## src/design/pli_pkg.sv

```systemverilog
// Package for the piecewise linear interpolator: widths, codes and the structs that
// travel between the table, multiplier, divider and output buffer stages.
// Depends on nothing; every other design file refers to it by scoped names.
package pli_pkg;

    localparam int DATA_W         = 32;
    localparam int PT_IDX_W       = 4;
    localparam int CNT_W          = 5;
    localparam int PT_SLOTS       = 2 ** PT_IDX_W;
    localparam int DEF_MAX_POINTS = 16;
    localparam int DIV_W          = 32;
    localparam int PROD_W         = 2 * DIV_W;

    localparam logic [DATA_W-1:0] Q_MAX = {1'b0, {(DATA_W-1){1'b1}}};
    localparam logic [DATA_W-1:0] Q_MIN = {1'b1, {(DATA_W-1){1'b0}}};

    typedef enum logic [0:0] {
        FUNC_LOAD = 1'b0,
        FUNC_EVAL = 1'b1
    } t_func;

    typedef enum logic [1:0] {
        REGION_BELOW    = 2'd0,
        REGION_INTERIOR = 2'd1,
        REGION_ABOVE    = 2'd2
    } t_region;

    // One breakpoint write.
    typedef struct packed {
        logic [PT_IDX_W-1:0]      idx;
        logic signed [DATA_W-1:0] x;
        logic signed [DATA_W-1:0] y;
    } t_wr;

    // Segment chosen for a query, with both end points read from the table.
    typedef struct packed {
        logic signed [DATA_W-1:0] q;
        logic signed [DATA_W-1:0] xl;
        logic signed [DATA_W-1:0] xr;
        logic signed [DATA_W-1:0] yl;
        logic signed [DATA_W-1:0] yr;
        logic [PT_IDX_W-1:0]      seg;
        t_region                  region;
    } t_seg;

    // What a query carries past the arithmetic to the final add.
    typedef struct packed {
        logic signed [DATA_W-1:0] base;
        logic                     neg;
        logic [PT_IDX_W-1:0]      seg;
        t_region                  region;
    } t_tag;

    // Operands handed to the divider.
    typedef struct packed {
        logic [PROD_W-1:0] num;
        logic [DIV_W-1:0]  dv;
        t_tag              tag;
    } t_div_in;

    typedef struct packed {
        logic [DATA_W-1:0]   result_y;
        logic [PT_IDX_W-1:0] segment;
        t_region             region;
    } t_res;

endpackage

```

## src/design/pli_ifs.sv

```systemverilog


interface pli_out_if;
    logic                         valid;
    logic                         ready;
    logic [pli_pkg::DATA_W-1:0]   result_y;
    logic [pli_pkg::PT_IDX_W-1:0] segment;
    logic [1:0]                   region;

    modport source (output valid, result_y, segment, region, input ready);
    modport sink   (input valid, result_y, segment, region, output ready);
endinterface

```

## src/design/pli_obuf.sv

```systemverilog
// Two-entry result buffer (output register and skid register) on the result channel.
// Depends on pli_pkg and pli_out_if.
module pli_obuf (
    input  logic          i_clk,
    input  logic          i_rst_n,
    input  logic          i_push,
    input  pli_pkg::t_res i_data,
    output logic          o_room,
    pli_out_if.source     o_out
);

    logic          r_ov;
    logic          r_sv;
    pli_pkg::t_res r_od;
    pli_pkg::t_res r_sd;
    logic          n_ov;
    logic          n_sv;
    pli_pkg::t_res n_od;
    pli_pkg::t_res n_sd;
    logic          pop;

    assign pop = r_ov && o_out.ready;

    always_comb begin
        n_ov = r_ov;
        n_sv = r_sv;
        n_od = r_od;
        n_sd = r_sd;
        if (!r_ov || pop) begin
            if (r_sv) begin
                n_ov = 1'b1;
                n_od = r_sd;
                n_sv = i_push;
                n_sd = i_data;
            end else begin
                n_ov = i_push;
                n_od = i_data;
            end
        end else if (i_push) begin
            n_sv = 1'b1;
            n_sd = i_data;
        end
    end

    always_ff @(posedge i_clk) begin
        if (!i_rst_n) begin
            r_ov <= 1'b0;
            r_sv <= 1'b0;
        end else begin
            r_ov <= n_ov;
            r_sv <= n_sv;
        end
    end

    always_ff @(posedge i_clk) begin
        r_od <= n_od;
        r_sd <= n_sd;
    end

    // Room is taken from a register, so the upstream stall never sees o_out.ready.
    assign o_room         = !r_sv;
    assign o_out.valid    = r_ov;
    assign o_out.result_y = r_od.result_y;
    assign o_out.segment  = r_od.segment;
    assign o_out.region   = r_od.region;

endmodule

```

## src/flat_wrapper.sv

```systemverilog
// flat-port wrapper written by rule: the top's interface ports become plain ports
module pli_obuf_flat 
  (i_clk, i_rst_n, i_push, i_data, o_room, o_out_valid, o_out_result_y, o_out_segment, o_out_region, o_out_ready);
  pli_out_if o_out_i ();
  input  logic i_clk;
  input  logic i_rst_n;
  input  logic i_push;
  input  pli_pkg::t_res i_data;
  output logic o_room;
  output wire logic [$bits(o_out_i.valid)-1:0] o_out_valid;
  output wire logic [$bits(o_out_i.result_y)-1:0] o_out_result_y;
  output wire logic [$bits(o_out_i.segment)-1:0] o_out_segment;
  output wire logic [$bits(o_out_i.region)-1:0] o_out_region;
  input wire logic [$bits(o_out_i.ready)-1:0] o_out_ready;
  assign o_out_valid = o_out_i.valid;
  assign o_out_result_y = o_out_i.result_y;
  assign o_out_segment = o_out_i.segment;
  assign o_out_region = o_out_i.region;
  assign o_out_i.ready = o_out_ready;
  pli_obuf u_core (.i_clk(i_clk), .i_rst_n(i_rst_n), .i_push(i_push), .i_data(i_data), .o_room(o_room), .o_out(o_out_i));
endmodule
```

## config.mk

```make
export PLATFORM = sky130hd
export DESIGN_NAME = pli_obuf_flat
export DESIGN_NICKNAME = d
export VERILOG_FILES = /design/src/design/pli_pkg.sv /design/src/design/pli_ifs.sv /design/src/design/pli_obuf.sv /design/src/flat_wrapper.sv
export SDC_FILE = /design/constraint.sdc
export NUM_CORES = 1
export LEC_CHECK = 0
export BUFFER_PORTS_ARGS = -buffer_cell sky130_fd_sc_hd__buf_2
export CAP_MARGIN = 20
export CORE_MARGIN = 4
export CORE_UTILIZATION = 52
export DETAILED_ROUTE_END_ITERATION = 6
export PLACE_DENSITY_LB_ADDON = 0.25
export SYNTH_ARGS = -nofsm -noshare
export SYNTH_HDL_FRONTEND = slang
export SYNTH_SLANG_ARGS = --single-unit
```

## constraint.sdc

```tcl
create_clock -name i_clk -period 4.95 [get_ports i_clk]
set_input_delay 0.495 -clock i_clk [delete_from_list [all_inputs] [get_ports i_clk]]
set_output_delay 0.495 -clock i_clk [all_outputs]
set_load 0.02 [all_outputs]
```

## Yosys cells after proc, flatten, opt, wreduce, memory -nomap -nowiden

Cells that the tools add are included.

- Add/sub/neg operators: 0
- Multiply operators: 0
- Divide/modulo/power cells: 0
- Order comparisons: 0
- Equality and inequality tests: 1
- Shifts and indexed selects: 0
- Mux-type cells: 8
- Bitwise gates (word level): 0
- Reduce and logical (&&, ||, !) cells: 6

Operators with widths:

| cell | number |
|---|---|
| $mux W38 | 4 |
| $mux W1 | 4 |
| $logic_not A1 Y1 | 2 |
| $ne A2 B1 Y1 const B | 1 |
| $reduce_and A2 Y1 | 1 |
| $reduce_bool A2 Y1 | 1 |
| $logic_and A1 B1 Y1 | 1 |
| $logic_or A1 B1 Y1 | 1 |

- Bits in registers: 78
- Bits in latches: 0
- Bits in writable memories: 0
- ROM bits: 0
- Input bits: 42
- Output and inout bits: 40
- Logic and storage cells: 23
- Memories: 0

## Longest topological paths before layout

- Depth after elaboration: 4
- Depth in mapped cells: 4
- Mapped depth without buffers: 3

## Worst setup path after synthesis

No wires, ideal clock.

- Kind: flip-flop to flip-flop
- Start point: register u_core.r_sv
- End point: register u_core.r_sd[0] (netlist bit), enable pin
- Setup time: 0.486 ns
- Data arrival time: 3.436 ns
- Data required time: 4.464 ns
- Setup slack: 1.028 ns
- Cell stages (with the launch flop): 5
- Path buffers: 2
- Period minus slack after synthesis: 3.922 ns
- Path through: dfxtp_1 -> buf_6 -> buf_12 -> inv_1 -> o21ai_0

- Longest elaborated chain between the ends: 2

RTL lines:

| what | line | source |
|---|---|---|
| from (decl) | pli_obuf.sv:13 | `logic r_sv;` |
| from (signal assigned) | pli_obuf.sv:51 | `r_sv <= n_sv;` |
| $ne A2 B1 Y1 (no source line) | n/a |  |
| $reduce_and A2 Y1 (no source line) | n/a |  |
| to (signal assigned) | pli_obuf.sv:57 | `r_sd <= n_sd;` |
| to (decl) | pli_obuf.sv:15 | `pli_pkg::t_res r_sd;` |

Every way passes these cells.
A chain may end at the register's enable or synchronous reset.

## Worst setup path in the final report

- Start point: register u_core.r_sv
- End point: register u_core.r_sd[15] (netlist bit), enable pin

Same word-level chain as after synthesis.

==> metrics.cfg <==
[sta]
tightest_slew_ns = 0.695
maxSlewViolCount = 0
hold_viol = 0
period_share = 0.462
slew_headroom = 0.537
finalCriticalPeriod_ns = 2.29
fmax_mhz = 437
setup_violations = 0
finClkSkew_ns = 0.00462
rsz0062_at_grt = no
fin_tns_setup_ns = 0

[detailed_routing]
avgRoutedWirePerCell_um = 16.3
vias = 1409
drcViolationCount = 0
antenna_left = 0
first_iter_violations = 104
drtPass1Iterations = 4
vias_per_cell = 4.76
wl_um = 4820

[floorplan]
pin_count = 82
start_util = 0.543
fp-row-count = 27
die_h_um = 84.3
core_area_mm2 = 0.00557
die_w_um = 84.3
die_area_mm2 = 0.00710

[run_status]
status = finished clean

[placed_design]
dp_hpwl_um = 3370
gp_routability_congestion = 0.742
portBuffers = 81

[clock_tree]
numCtsBuffers = 9
clock_path_buffers = 2
cts_setup_buffers = 0
cts_tree = built
cts_max_level = 3
hold_buffers = 0
clock_latency_ns = 0.33
cts.reportedPaths.clkPinSlew_ns = 0.07
post_cts_resized = 0
cts_root_buf = clkbuf_8
clock_sinks = 78

[power]
ir_drop_mv = 0.241
p_total_w = 0.00136
leakage_nw = 1.46
internal_power_w = 0.00106
p_per_area_mw_per_mm2 = 372
swShare = 0.220
p_seq_frac = 0.575
p_switching_w = 0.000299
power.clock.fraction = 0.323
power_frac_comb = 0.102

[synthesis]
yosysWarnings = 0
yosysTopAreaCell = edfxtp_1
synth_area_leaders = edfxtp_1, mux2_4, buf_12, dfxtp_1, buf_6
yosys.area.top_type_share = 0.755
synth_area_per_cell_um2 = 23.4
ys_ff_latch = 78
syn_area_mm2 = 0.00302
netlist_instances = 129
synth_nets = 171
synthDistinctLibCells = 12
yosysSeqAreaShare = 0.768

[global_route]
grt_antenna_before_repair = 0
grt.overflow.total = 0
grt_max_degree = 42
grt_pass1_wl_um = 7360
grt_pass1_vias = 1423
gr-usage-all-layers = 0.140

[layout]
fin_util = 0.654
drive_above_1_share = 0.612
nets = 261
diodes = 0
area_growth_pct = 20.5
multi_input_area_um2 = 614
area.sequential_mm2 = 0.00232
fillers = 392

[setup_path]
worstPathArrival_ns = 2.29
cp_slowest_stage_delay_ns = 0.56
worst_ep_required_time_ns = 4.95
crit_slowest_cell = buf_4
crit_chain = buf_4, inv_1, o21ai_4, buf_4
startpoint_type = flip-flop
crit_type = reg2reg
critPathMostFrequentCell = buf_4
crit_path_max_fanout = 41
reg2reg_depth = 4
crit_path_end_kind = flip-flop

[hold_path]
holdPathStages = 1
hp-class = in2reg

[flow_run]
drv_cap = 0

through the flow:
step                      instance area, um2  hold WS [ns]  worst slack, ns  cells
final                                   3640         0.347             2.66    296
after global routing                    3640         0.328             2.53    296
after CTS                               3640         0.331             2.65    296
after detailed placement                3460         0.534             2.66    280
after global placement                  3460         0.535             2.77    280
after floorplan                         3020         0.523             1.03    129
critical path: cells and delay by family, from the launching register on:
| kind | cells | cell delay (ns) |
|---|---|---|
| AOI/OAI and AO/OA | 1 | 0.44 |
| buffers and inverters | 3 | 1.17 |
| DFF | 1 | 0.32 |
cell families after synthesis:
logic type	after synthesis	synth area share
DFF	78	0.768
muxes	38	0.187
buffers and inverters	7	0.0327
AOI/OAI and AO/OA	4	0.00869
and+or+nand+nor	2	0.00331
layout by cell type, fill, tap and decap left out:
cell type,count
a21boi_1,1
dfxtp_1,1
buf_2,81
edfxtp_1,76
mux2_4,37
o21ai_4,1
clkinv_1,2
buf_4,3
o21ai_0,1
clkbuf_1,1
mux2_2,1
clkinv_2,3
nand2_1,1
inv_1,2
clkbuf_8,9
nor2b_1,1
bufinv_16,1
dfxtp_2,1
o31a_1,1
power groups by stage:
stage	Combinational [W]	Clock, W	Sequential [W]
global route	0.000147	0.000481	0.000784
floorplan	0.0000516	0	0.000832
CTS	0.000140	0.000448	0.000781
detailed placement	0.000140	0	0.000795
global placement	0.000137	0	0.000794
finish	0.000138	0.000439	0.000780
flip-flops by register name, summed over array words and instances (netlist names):
name / count
u_core.o_out.result_y: 32
u_core.o_out.segment: 4
u_core.o_out.valid: 1
u_core.o_out.region: 2
u_core.r_sd: 38
u_core.r_sv: 1
layer usage:
layer / wire length [um] / vias up / track usage
li1: - / 683 / -
met1: 2140 / 653 / 0.188
met2: 2200 / 64 / 0.202
met3: 388 / 9 / 0.0520
met4: 88 / 0 / 0.0658
met5: 0 / - / 0
final cells by class:
class                   instances  area share
multi-input cells              44       0.169
clock inverters                 6      0.0144
flip-flops and latches         78       0.638
clock buffers                  10      0.0350
inverters                       2     0.00206
repair buffers                 84       0.117
well taps                      72      0.0247
synthesized netlist by cell type:
library cell and instances:
nand2_1 1, o31a_1 1, o21ai_0 2, mux2_2 1, edfxtp_1 76, inv_1 2, dfxtp_1 2, buf_12 4
mux2_4 37, nor2b_1 1, buf_6 1, a21boi_1 1
worst paths after layout:
check / from / end / slack [ns]
worst min-delay path: i_data[27] / u_core.r_sd[27] / 0.35
worst max register to register: u_core.r_sv / u_core.r_sd[15] / 2.66
worst min register to register: u_core.r_sd[26] / u_core.o_out.result_y[20] / 0.55
worst max-delay path: u_core.r_sv / u_core.r_sd[15] / 2.66
Note: power is estimated with default switching activity, not from simulation.
