$ cat config.mk
export PLATFORM = sky130hd
export DESIGN_NAME = pli_mul
export DESIGN_NICKNAME = d
export VERILOG_FILES = /design/src/design/pli_pkg.sv /design/src/design/pli_mul.sv
export SDC_FILE = /design/constraint.sdc
export NUM_CORES = 2
export LEC_CHECK = 0
export ABC_AREA = 1
export BUFFER_PORTS_ARGS = -buffer_cell sky130_fd_sc_hd__buf_2
export CORE_AREA = 2 2 411 413
export CTS_CLUSTER_SIZE = 20
export DETAILED_ROUTE_END_ITERATION = 6
export DIE_AREA = 0 0 413 415
export GPL_TIMING_DRIVEN = 0
export SYNTH_ARGS = -nofsm -noshare
export SYNTH_HDL_FRONTEND = slang
export SYNTH_SLANG_ARGS = --single-unit
$ cat constraint.sdc
create_clock -name i_clk -period 13.8 [get_ports i_clk]
set_clock_uncertainty 0.1 [all_clocks]
set_input_delay 0.69 -clock i_clk [delete_from_list [all_inputs] [get_ports i_clk]]
set_output_delay 0.69 -clock i_clk [all_outputs]
set_load 0.02 [all_outputs]
$ cat src/design/pli_pkg.sv
// Package for the piecewise linear interpolator: widths, codes and the structs that
// travel between the table, multiplier, divider and output buffer stages.
// Depends on nothing; every other design file refers to it by scoped names.
package pli_pkg;

    localparam int DATA_W         = 32;
    localparam int PT_IDX_W       = 4;
    localparam int CNT_W          = 5;
    localparam int PT_SLOTS       = 2 ** PT_IDX_W;
    localparam int DEF_MAX_POINTS = 16;
    localparam int DIV_W          = 32;
    localparam int PROD_W         = 2 * DIV_W;

    localparam logic [DATA_W-1:0] Q_MAX = {1'b0, {(DATA_W-1){1'b1}}};
    localparam logic [DATA_W-1:0] Q_MIN = {1'b1, {(DATA_W-1){1'b0}}};

    typedef enum logic [0:0] {
        FUNC_LOAD = 1'b0,
        FUNC_EVAL = 1'b1
    } t_func;

    typedef enum logic [1:0] {
        REGION_BELOW    = 2'd0,
        REGION_INTERIOR = 2'd1,
        REGION_ABOVE    = 2'd2
    } t_region;

    // One breakpoint write.
    typedef struct packed {
        logic [PT_IDX_W-1:0]      idx;
        logic signed [DATA_W-1:0] x;
        logic signed [DATA_W-1:0] y;
    } t_wr;

    // Segment chosen for a query, with both end points read from the table.
    typedef struct packed {
        logic signed [DATA_W-1:0] q;
        logic signed [DATA_W-1:0] xl;
        logic signed [DATA_W-1:0] xr;
        logic signed [DATA_W-1:0] yl;
        logic signed [DATA_W-1:0] yr;
        logic [PT_IDX_W-1:0]      seg;
        t_region                  region;
    } t_seg;

    // What a query carries past the arithmetic to the final add.
    typedef struct packed {
        logic signed [DATA_W-1:0] base;
        logic                     neg;
        logic [PT_IDX_W-1:0]      seg;
        t_region                  region;
    } t_tag;

    // Operands handed to the divider.
    typedef struct packed {
        logic [PROD_W-1:0] num;
        logic [DIV_W-1:0]  dv;
        t_tag              tag;
    } t_div_in;

    typedef struct packed {
        logic [DATA_W-1:0]   result_y;
        logic [PT_IDX_W-1:0] segment;
        t_region             region;
    } t_res;

endpackage

$ cat src/design/pli_mul.sv
// Operand preparation and the |e| * d product split into two partial products,
// plus the rounding offset: three stages. Depends on pli_pkg.
module pli_mul (
    input  logic             i_clk,
    input  logic             i_rst_n,
    input  logic             i_en,
    input  logic             i_vld,
    input  pli_pkg::t_seg    i_seg,
    output logic             o_vld,
    output pli_pkg::t_div_in o_div
);

    localparam int DW = pli_pkg::DATA_W;
    localparam int HW = DW / 2;
    localparam int PW = DW + HW;

    logic              r4_vld;
    logic [DW-1:0]     r4_w;
    logic [DW-1:0]     r4_d;
    logic [DW-1:0]     r4_mag;
    pli_pkg::t_tag     r4_tag;
    logic              r5_vld;
    logic [DW-1:0]     r5_w;
    logic [PW-1:0]     r5_plo;
    logic [PW-1:0]     r5_phi;
    pli_pkg::t_tag     r5_tag;
    logic              r6_vld;
    pli_pkg::t_div_in  r6_div;

    logic              interior;
    logic signed [DW:0] e;
    logic [DW:0]       e_abs;
    pli_pkg::t_tag     n4_tag;
    logic [DW-1:0]     n4_w;
    logic [DW-1:0]     n4_d;
    logic [DW-1:0]     n4_mag;

    // Flat regions pass the end value through as a zero step over a unit width.
    always_comb begin
        interior   = (i_seg.region == pli_pkg::REGION_INTERIOR);
        e          = {i_seg.yr[DW-1], i_seg.yr} - {i_seg.yl[DW-1], i_seg.yl};
        e_abs      = e[DW] ? -e : e;
        n4_tag.seg    = i_seg.seg;
        n4_tag.region = i_seg.region;
        if (interior) begin
            n4_w          = i_seg.xr - i_seg.xl;
            n4_d          = i_seg.q - i_seg.xl;
            n4_mag        = e_abs[DW-1:0];
            n4_tag.base   = i_seg.yl;
            n4_tag.neg    = e[DW];
        end else begin
            n4_w          = DW'(1);
            n4_d          = '0;
            n4_mag        = '0;
            n4_tag.base   = i_seg.yr;
            n4_tag.neg    = 1'b0;
        end
    end

    always_ff @(posedge i_clk) begin
        if (!i_rst_n) begin
            r4_vld <= 1'b0;
            r5_vld <= 1'b0;
            r6_vld <= 1'b0;
        end else if (i_en) begin
            r4_vld <= i_vld;
            r5_vld <= r4_vld;
            r6_vld <= r5_vld;
        end
    end

    always_ff @(posedge i_clk) begin
        if (i_en) begin
            r4_w       <= n4_w;
            r4_d       <= n4_d;
            r4_mag     <= n4_mag;
            r4_tag     <= n4_tag;
            r5_w       <= r4_w;
            r5_plo     <= PW'(r4_mag) * PW'(r4_d[HW-1:0]);
            r5_phi     <= PW'(r4_mag) * PW'(r4_d[DW-1:HW]);
            r5_tag     <= r4_tag;
            r6_div.num <= {r5_phi, {HW{1'b0}}} + pli_pkg::PROD_W'(r5_plo)
                          + pli_pkg::PROD_W'(r5_w >> 1);
            r6_div.dv  <= r5_w;
            r6_div.tag <= r5_tag;
        end
    end

    assign o_vld = r6_vld;
    assign o_div = r6_div;

endmodule

Yosys cells after proc, flatten, opt, wreduce, memory -nomap -nowiden
Index checks and enable logic that the tools add are counted.
- register bits: 440
- input port bits: 170
- output and inout bits: 136
- logic and storage cells: 34
- add/subtract/negate cells: 6
- multiply operators: 2
- eq/ne operators: 1
- multiplexer cells: 2
- operators by type and width (cell ; number):
    multiplier 32 x 16 -> 48 bit ; 2
    adder 64 x 31 -> 64 bit ; 1
    adder 64 x 48 -> 64 bit ; 1
    subtractor 32 bit ; 2
    2-to-1 mux 33 bit ; 1
    subtractor 32 x 32 -> 33 bit ; 1
    2-to-1 mux 32 bit ; 1
    negation 32 bit ; 1
    == test 2 x 1 -> 1 bit (second input constant) ; 1

Logic depth before layout (Yosys ltp)
- depth in word-level cells: 3
- mapped depth: 27

Least setup slack after synthesis
Ideal clock, no wire load.
- kind: reg-to-reg
- from: reg r4_d[1]
- to: reg r5_plo[28] (data pin)
- arrival: 5.406 ns
- required time: 13.438 ns
- path slack: 8.032 ns
- cell stages (with the launch flop): 20
- buffers on the path: 1
- period minus slack after synthesis: 5.768 ns
- cells stage by stage: edfxtp_1 -> clkbuf_1 -> nand2_1 -> fa_1 -> fa_1 -> fa_1 -> fa_1 -> inv_1 -> fa_1 -> fa_1 -> ha_1 -> a21oi_1 -> inv_1 -> a31oi_1 -> o21ai_1 -> a21boi_0 -> o21ai_1 -> a21oi_1 -> o21ai_1 -> xor2_1
- cells in the longest elaborated chain, start to end: 1
- ends and longest elaborated chain (what ; RTL line ; text):
    start: declaration ; pli_mul.sv:19 ; logic [DW-1:0] r4_d;
    start signal: assignment ; pli_mul.sv:75 ; r4_d <= n4_d;
    multiplier 32 x 16 -> 48 bit ; pli_mul.sv:79 ; r5_plo <= PW'(r4_mag) * PW'(r4_d[HW-1:0]);
    end signal: assignment ; pli_mul.sv:79 ;
    end: declaration ; pli_mul.sv:24 ; logic [PW-1:0] r5_plo;
No other way between the ends.
A chain may end at the register's enable or synchronous reset.

Worst setup path after layout
- from: reg r4_mag[5]
- to: reg r5_plo[46] (data pin)
- cells in the longest elaborated chain, start to end: 1
- ends and longest elaborated chain (what ; RTL line ; text):
    start: declaration ; pli_mul.sv:20 ; logic [DW-1:0] r4_mag;
    start signal: assignment ; pli_mul.sv:76 ; r4_mag <= n4_mag;
    multiplier 32 x 16 -> 48 bit ; pli_mul.sv:79 ;
No other way between the ends.

==> summary.txt <==
Status
  • Status: finished, final reports clean

Placed design
  • Placer Congestion: approximately 1.1
  • I/O Buffers: roughly 300
  • Final HPWL from detailed placement: about 180 mm

Timing
  • Worst-Margin Slew: around 1400 ps
  • Endpoints failing setup: 0
  • Hold Vio Cnt, Final: 0
  • Setup TNS: 0 ps
  • Tmin final: 7670 ps
  • Fin crit share: ~56%
  • Max-slew violation count: 0
  • Slew margin rel.: 5.41%
  • RSZ-0062 raised after global routing: false
  • Fmax: approximately 130 MHz

Yosys
  • Commonest cells in the netlist: nand2_1, inv_1, fa_1
  • Yosys top cell area share: 29.4%
  • Area leader, netlist: fa_1
  • Syn Inst Count: 7050
  • Synthesis Warnings: 0
  • Distinct cells, synth: 57
  • Post-synth EDFFs: 437
  • Count leader, synth: nand2_1
  • Main synth FF type: edfxtp_1
  • Post-synth ARST share: 0%
  • Syn avg cell area: slightly above 8 um^2
  • FF+latch count, synth: 440
  • Largest cells by area after synthesis: fa_1, edfxtp_1, nand2_1
  • Syn_nets: approximately 8500
  • Mapped cell area: around 58000 um^2
  • Post-synthesis sequential area ratio: 22.6%

Clocking
  • Post-CTS Resized: 0
  • Worst-path clk slew: approximately 60 ps
  • Root Buffer: clkbuf_16
  • Post-CTS setup buffers: 0
  • H-tree Lvls: 2
  • TritonCTS Buffers: ~50
  • CTS tree: yes
  • Post-CTS Hold Fix Bufs: 0
  • Clk sinks: 440
  • Clock Latency Late Sink: 690 ps
  • Maximum buffer depth of the clock tree: 3

Finish
  • Final net count: 8853
  • Area grow syn2layout: 10.6%
  • Share of layout cells above drive strength 1: under 10%

Critical path
  • Top delay family on crit path: adder cells
  • Slowest library cell on the worst path: clkbuf_1
  • Crit-path most repeated cell: fa_1
  • Cell chain of the critical path: clkbuf_1 -> nand2_1 -> inv_1 -> fa_1 -> fa_1 -> fa_1 -> fa_1 -> fa_1 -> inv_1 -> fa_1 -> inv_1 -> ha_1 -> a21oi_1 -> o21a_1 -> o21a_1 -> nand2_1 -> a21oi_1 -> o21ai_0 -> nand2_1 -> nand3_1 -> xor2_1
  • CP Data Required Time: approximately 14000 ps
  • CP Class: reg2reg
  • Critical Path AT: 8010 ps
  • Critical Path Source: r4_mag[5]$_SDFFCE_PN0P_
  • WP buf/inv: 4
  • CP Capture Type: register
  • CP max stage delay: ~1100 ps
  • Critical path launch point type: register
  • R2R Path Start: r4_mag[5]$_SDFFCE_PN0P_
  • CP max FO: 10

Drt
  • Pre-antenna DRT Iters: 6
  • Total number of vias: around 48000
  • Wirelength per Cell: 22.1 um
  • Final WL: 213 mm
  • Drt initial violations: 4242
  • Drt drc: 0
  • ANT nets after route: 0
  • Vias per cell: about 5

Die
  • Core region area: 167000 um^2
  • Rows: 150
  • Die W: 413 um
  • Starting Density: 34.9%
  • Die height: 415 um
  • Die area: 171000 um^2
  • I/O pin count: 306

Global routing
  • Initial antenna violation count: 11
  • Total grt overflow: 0
  • All-Layer GR Usage: 24.9%
  • First-pass GRT wire length: 315 mm
  • Vias in the first global route: 49100
  • Largest net degree at the start of global routing: ~120

Job
  • Max_cap viols: 0

Worst hold path
  • Hold path start: i_seg[4]
  • HP Class: in2reg
==> per-layer routing <==
| metal | track usage, % | vias up | part of all wire, % |
|---|---|---|---|
| li1 | - | 22100 | - |
| met1 | 34.2 | 23500 | 43 |
| met5 | 0 | - | 0.016 |
| met2 | 37.8 | 1976 | 43 |
| met3 | 5.66 | 386 | 9.0 |
| met4 | 10.2 | 6 | 4.8 |
==> area by class of cell <==
| type | count | area, um^2 |
|---|---|---|
| fillers | 17400 | 102000 |
| inverters | 1779 | 6680 |
| plain buffers | 212 | 815 |
| repair buffers | 309 | 1650 |
| clock buffers | 57 | 1300 |
| diodes | 2 | 5.00 |
| clock inverters | 36 | 455 |
| well taps | 2204 | 2760 |
| multi-input cells | 4619 | 37600 |
| flip-flops and latches | 440 | 13200 |
==> worst reg2reg max path, delay by kind of cell (launching register included) <==
kind	cells	cell delay, ps
AO/OA/AOI/OAI	5	1090
adder cells (fa/ha/maj)	7	3480
AND/OR/NAND/NOR	4	460
XOR/XNOR	1	320
buffers and inverters	4	1390
flip-flops	1	590
==> logic make-up (layout without fill, tap and decap cells) <==
| logic type | Yosys count | after routing | share of synthesized area (%) |
|---|---|---|---|
| xor gates and xnor gates | 160 | 160 | 2.48 |
| adders and majority gates | 1271 | 1271 | 38.3 |
| AOI/OAI and AO/OA | 779 | 779 | 7.37 |
| other | 0 | 2 | 0 |
| buffers and inverters | 1991 | 2393 | 12.9 |
| and+or+nand+nor | 2409 | 2409 | 16.3 |
| DFF | 440 | 440 | 22.6 |
==> path summary, 6_finish.rpt <==
check | slack, ps | cells after the start | end
setup / recovery | 6130 | 21 | r5_plo[46]$_DFFE_PP_
hold / removal | 90 | 1 | r4_tag[4]$_DFFE_PP_
setup reg to reg | 6130 | 21 | r5_plo[46]$_DFFE_PP_
hold reg to reg | 290 | 0 | o_div[36]$_DFFE_PP_
==> through the flow <==
step | util, % | instances | setup slack, ps | hold WS, ps | cell area [um^2]
after floorplan | - | 7050 | 8030 | 300 | 58200
after global placement | 37.5 | 9559 | 4580 | 301 | 62500
after detailed placement | 37.6 | 9563 | 6230 | 305 | 62600
after CTS | 38.6 | 9656 | 6180 | 46.7 | 64400
after global routing | 38.6 | 9656 | 5790 | 65.9 | 64400
final | 38.6 | 9658 | 6130 | 86.7 | 64400
==> sequential cells by signal, indices dropped and copies added (netlist names) <==
| signal | cells |
|---|---|
| r4_mag | 32 |
| r5_vld | 1 |
| r5_tag | 39 |
| r4_vld | 1 |
| r5_plo | 48 |
| r4_d | 32 |
| r5_w | 32 |
| o_vld | 1 |
| r5_phi | 48 |
| r4_tag | 39 |
| r4_w | 32 |
| o_div | 135 |
==> cells in the final DEF (no fill, tap or decap), types with 26 or more instances in the layout <==
master and n:
fa_1 855, clkbuf_1 212, buf_2 307, xor2_1 110, o21ai_0 238, a31oi_1 34
edfxtp_1 437, nand2_1 1784, o21a_1 46, a21oi_1 364, clkbuf_16 51, ha_1 416
nand4_1 26, nor3_1 50, nand3_1 133, xnor2_1 47, nor2_1 366, inv_1 1773
Power is not shown: default switching activity piles up to over one toggle a cycle in this logic, so the estimate is an artifact.
